`src/rtl/bll_pkg.sv`:
```
// shared constants and control types for the binary lifting ancestor core
`default_nettype none

package bll_pkg;

  localparam int NODE_W     = 10;
  localparam int ENTRY_W    = NODE_W + 1;
  localparam int MAX_NODES  = 1 << NODE_W;
  localparam int LEVELS_DEF = 10;
  localparam int CNT_W      = 11;
  localparam int DATA_W     = 32;
  localparam int PADDR_W    = 3;

  localparam logic [ENTRY_W-1:0] ABSENT = ENTRY_W'(1) << NODE_W;

  localparam logic [1:0] KIND_LOAD  = 2'd0;
  localparam logic [1:0] KIND_BUILD = 2'd1;
  localparam logic [1:0] KIND_QUERY = 2'd2;

  localparam logic REG_NODE_COUNT = 1'b0;

  typedef struct packed {
    logic load_wr;
    logic q_start;
    logic q_order;
    logic lift_rd;
    logic lift_skip;
    logic lift_take;
    logic res_same;
    logic desc_init;
    logic desc_rd;
    logic desc_take;
    logic fin_rd;
    logic fin_take;
    logic build_init;
    logic build_rd1;
    logic build_rd2;
    logic build_wr;
    logic out_push;
  } bll_cmd_t;

  typedef struct packed {
    logic build_empty;
    logic build_last_node;
    logic build_last_lvl;
    logic lift_done;
    logic diff_bit;
    logic same;
    logic lvl_zero;
    logic out_free;
  } bll_sts_t;

endpackage

`default_nettype wire

```
`src/rtl/bll_ctrl.sv`:
```
// control state machine for load, table build and ancestor query
`default_nettype none

module bll_ctrl (
  input  wire logic              clk,
  input  wire logic              rst,
  input  wire logic              in_valid,
  output logic                   in_ready,
  input  wire logic [1:0]        kind,
  input  wire bll_pkg::bll_sts_t sts,
  output bll_pkg::bll_cmd_t      cmd
);

  localparam logic [3:0] S_IDLE   = 4'd0;
  localparam logic [3:0] S_Q_ORD  = 4'd1;
  localparam logic [3:0] S_LIFT   = 4'd2;
  localparam logic [3:0] S_L_WAIT = 4'd3;
  localparam logic [3:0] S_D_RD   = 4'd4;
  localparam logic [3:0] S_D_WAIT = 4'd5;
  localparam logic [3:0] S_F_RD   = 4'd6;
  localparam logic [3:0] S_F_WAIT = 4'd7;
  localparam logic [3:0] S_DONE   = 4'd8;
  localparam logic [3:0] S_B_INIT = 4'd9;
  localparam logic [3:0] S_B_RD1  = 4'd10;
  localparam logic [3:0] S_B_RD2  = 4'd11;
  localparam logic [3:0] S_B_WR   = 4'd12;

  logic [3:0] state;
  logic [3:0] state_next;
  logic       accept;

  assign in_ready = (state == S_IDLE);
  assign accept   = in_valid && in_ready;

  always_ff @(posedge clk) begin
    if (rst) begin
      state <= S_IDLE;
    end else begin
      state <= state_next;
    end
  end

  always_comb begin
    cmd        = '0;
    state_next = state;
    unique case (state)
      S_IDLE: begin
        if (accept) begin
          unique case (kind)
            bll_pkg::KIND_LOAD: begin
              cmd.load_wr = 1'b1;
            end
            bll_pkg::KIND_BUILD: begin
              state_next = S_B_INIT;
            end
            bll_pkg::KIND_QUERY: begin
              cmd.q_start = 1'b1;
              state_next  = S_Q_ORD;
            end
            default: begin
            end
          endcase
        end
      end
      S_Q_ORD: begin
        cmd.q_order = 1'b1;
        state_next  = S_LIFT;
      end
      S_LIFT: begin
        if (sts.lift_done) begin
          if (sts.same) begin
            cmd.res_same = 1'b1;
            state_next   = S_DONE;
          end else begin
            cmd.desc_init = 1'b1;
            state_next    = S_D_RD;
          end
        end else if (sts.diff_bit) begin
          cmd.lift_rd = 1'b1;
          state_next  = S_L_WAIT;
        end else begin
          cmd.lift_skip = 1'b1;
        end
      end
      S_L_WAIT: begin
        cmd.lift_take = 1'b1;
        state_next    = S_LIFT;
      end
      S_D_RD: begin
        cmd.desc_rd = 1'b1;
        state_next  = S_D_WAIT;
      end
      S_D_WAIT: begin
        cmd.desc_take = 1'b1;
        state_next    = sts.lvl_zero ? S_F_RD : S_D_RD;
      end
      S_F_RD: begin
        cmd.fin_rd = 1'b1;
        state_next = S_F_WAIT;
      end
      S_F_WAIT: begin
        cmd.fin_take = 1'b1;
        state_next   = S_DONE;
      end
      S_DONE: begin
        if (sts.out_free) begin
          cmd.out_push = 1'b1;
          state_next   = S_IDLE;
        end
      end
      S_B_INIT: begin
        cmd.build_init = 1'b1;
        state_next     = sts.build_empty ? S_IDLE : S_B_RD1;
      end
      S_B_RD1: begin
        cmd.build_rd1 = 1'b1;
        state_next    = S_B_RD2;
      end
      S_B_RD2: begin
        cmd.build_rd2 = 1'b1;
        state_next    = S_B_WR;
      end
      S_B_WR: begin
        cmd.build_wr = 1'b1;
        state_next   = (sts.build_last_node && sts.build_last_lvl) ? S_IDLE : S_B_RD1;
      end
      default: begin
        state_next = S_IDLE;
      end
    endcase
  end

endmodule

`default_nettype wire

```
`config.mk`:
```
export PLATFORM = sky130hd
export DESIGN_NAME = bll_ctrl
export DESIGN_NICKNAME = d
export VERILOG_FILES = /design/src/rtl/bll_pkg.sv /design/src/rtl/bll_ctrl.sv
export SDC_FILE = /design/constraint.sdc
export NUM_CORES = 1
export LEC_CHECK = 0
export BUFFER_PORTS_ARGS = -buffer_cell sky130_fd_sc_hd__buf_4
export CAP_MARGIN = 20
export CORE_AREA = 2 2 39 41
export DETAILED_ROUTE_END_ITERATION = 8
export DIE_AREA = 0 0 41 43
export MAX_ROUTING_LAYER = met4
export PLACE_DENSITY = 0.78
export SLEW_MARGIN = 40
export SYNTH_ARGS = -nofsm -noshare
export SYNTH_HDL_FRONTEND = slang
export SYNTH_SLANG_ARGS = --single-unit
export TNS_END_PERCENT = 100
```
`constraint.sdc`:
```
create_clock -name clk -period 2 [get_ports clk]
set_input_delay 0.2 -clock clk [delete_from_list [all_inputs] [get_ports clk]]
set_output_delay 0.2 -clock clk [all_outputs]
set_load 0.05 [all_outputs]
```
==> results.json <==
{
  "status": "finished clean",
  "overflow": 0,
  "dr_total_vias": 681,
  "critPathLaunchType": "register",
  "ctsResizeCount": 0,
  "postSynthAreaPerCell_um2": 7.305,
  "min_period_over_period": 0.9501,
  "ys_warn_count": 0,
  "powerDensity_nw_per_um2": 1249,
  "crit_cells": 4,
  "multiInputGateArea_um2": 422.9,
  "initial_core_util": 0.3590,
  "ys_top_cells_by_area": "dfxtp_1, nor2_1, nand2b_1",
  "num_io_pins": 31,
  "cts_made_buffers": 3,
  "ys_async_sr_fraction": 0,
  "drv_cap": 0,
  "grt_pass1_vias": 595,
  "core_area_um2": 1384,
  "design_area_um2": 804.5,
  "cp.required_ps": 1800,
  "path_clk_slew_ps": 40,
  "synth_fp_nets": 81,
  "cp_max_fo": 11,
  "p_leak_nw": 0.3598,
  "synthFlopType": "dfxtp_1",
  "ant_nets": 0,
  "final_cells": 117,
  "endpoint_kind": "output pin",
  "worstMarginPinSlew_ps": 345.7,
  "worst-setup-path-type": "register to output pin",
  "clock_sinks": 4,
  "largest_register_ffs": 4,
  "synth_top_cell_area_share": 0.1612,
  "path_buf_inv": 2,
  "timing.rr.end": "state[1]$_SDFFE_PP0P_",
  "worstPathCellList": "buf_4, nor4_4, nor4bb_4, buf_4",
  "area_growth_pct": 61.96,
  "slew_violations": 0,
  "nNetsFinal": 116,
  "regArea_um2": 80.08,
  "synth_area_um2": 496.7,
  "port_buffers": 30,
  "die_x_um": 41,
  "synthDistinctLibCells": 31,
  "top_register": "state",
  "clk_latency_ps": 240,
  "arrival_ps": 1700,
  "crit_top_cell": "buf_4",
  "maxSlewHeadroom": 0.7678,
  "htreeDepth": 1,
  "die_h_um": 43,
  "pre_cts_slack_ps": 368.2,
  "layout_commonest_cell": "buf_4",
  "ctsHoldBuffers": 0,
  "dp.cells": 114,
  "drtPass1Iterations": 4,
  "clock_skew_ps": 2.005,
  "grt_max_degree": 17,
  "synth-edff-count": 0,
  "synth_seq_cells": 4,
  "max_stage_delay_ps": 390,
  "hpwl_um": 1245,
  "layout_min_cycle_time_ps": 1900,
  "grt_antenna_before_repair": 0,
  "grt.total_usage": 0.2109,
  "synth_area_leader_cell": "dfxtp_1",
  "hold_class": "input pin to register",
  "hold_viol": 0,
  "n_fill_cell": 148,
  "seq_area_frac_synth": 0.1612,
  "routabilityCongestion": 0.8680,
  "placed_cell_area_um2": 782.0,
  "clk_path_buf_depth": 2,
  "utilization": 0.5814,
  "cts_tree": "yes",
  "drive_gt1_frac": 0.4455,
  "rrSetupSlack_ps": 390,
  "grt_pass1_wl_um": 2497,
  "drcViolationCount": 0,
  "reg.largest.list": "state (4)",
  "finalSetupViolations": 0,
  "viasPerCell": 5.821,
  "row_count": 14,
  "antenna_cells": 0,
  "fmax_mhz": 526.2,
  "wl_um": 1620,
  "r2r-start": "state[1]$_SDFFE_PP0P_",
  "synthCells": 68,
  "cp_slowest_cell": "nor4_4",
  "crit_family": "simple AND/OR/NAND/NOR gates",
  "crit_path_end": "cmd[16]",
  "worstRegToRegCells": 5,
  "layout_common_cells": "buf_4, nor2_1, nand2_1, nand2b_1, a21oi_1",
  "rsz0062_at_grt": "false",
  "timing.final.ws_setup_ps": 99.73,
  "drt-wirelength-per-cell_um": 13.85,
  "die-area_um2": 1763,
  "crit_start": "state[2]$_SDFFE_PP0P_",
  "vdd_drop_max_uv": 902.1,
  "drt-initial-drc-count": 16,
  "cts_setup_buffers": 0,
  "cts-root-buf": "clkbuf_4"
}
## worst min path at each step
stage	startpoint	to	slack [ps]	depth (start not counted)
floorplan	rst	state[1]$_SDFFE_PP0P_	270	1
global placement	rst	state[1]$_SDFFE_PP0P_	410	2
detailed placement	rst	state[1]$_SDFFE_PP0P_	420	2
CTS	rst	state[1]$_SDFFE_PP0P_	170	2
global route	sts[0]	state[3]$_SDFFE_PP0P_	170	2
finish	sts[0]	state[3]$_SDFFE_PP0P_	180	2
## cell usage after synthesis (2+ instances only)
master,count
nor4bb_1,2
nand2_1,7
dfxtp_1,4
a21oi_1,5
or2b_1,2
buf_2,4
nand2b_1,5
nor2b_1,2
o211ai_1,2
nor2_1,9
nor3_1,4
nor3b_1,3
## metrics by stage
step	hold slack, ps	TNS, ps	power, mW
floorplan	269.1	-704.6	0.6940
detailed placement	417.6	0	0.8950
finish	175.4	0	1.005
global placement	412.2	0	0.8747
CTS	171.3	0	1.004
global route	173.9	0	1.069
## cells by family (layout without fill, tap and decap cells)
kind of cell | Yosys count | after routing | share of synthesized area
and+or+nand+nor | 45 | 45 | 0.5769
buffers and inverters | 5 | 38 | 0.04785
AOI/OAI and AO/OA | 14 | 14 | 0.2141
DFF | 4 | 4 | 0.1612
## power by group
group          total [mW]  switching, mW  internal, mW
clock network       0.107         0.0398        0.0676
logic               0.752          0.457         0.295
registers           0.146         0.0397         0.106
total                1.01          0.536         0.469
## layer usage
metal	up-vias	routed length [um]	GRT usage
li1	321	-	-
met1	321	662	0.2508
met2	37	802	0.3375
met3	2	147	0.02094
met4	0	8	0.1000
met5	-	0	-
## worst reg2reg max path, cell delays in order, from the launching register on
cell	delay, ps
dfxtp_1	460
buf_4	240
or3b_2	450
o211ai_1	130
nand2_1	90
a21oi_1	160
## layout make-up
cell class	instances	share of cell area
Multi-Input combinational cell	59	0.5257
Timing Repair Buffer	34	0.3173
Sequential cell	4	0.09953
Clock buffer	3	0.02799
Tap cell	16	0.02488
Inverter	1	0.004666
No activity file was read; power rests on OpenSTA's default activity.
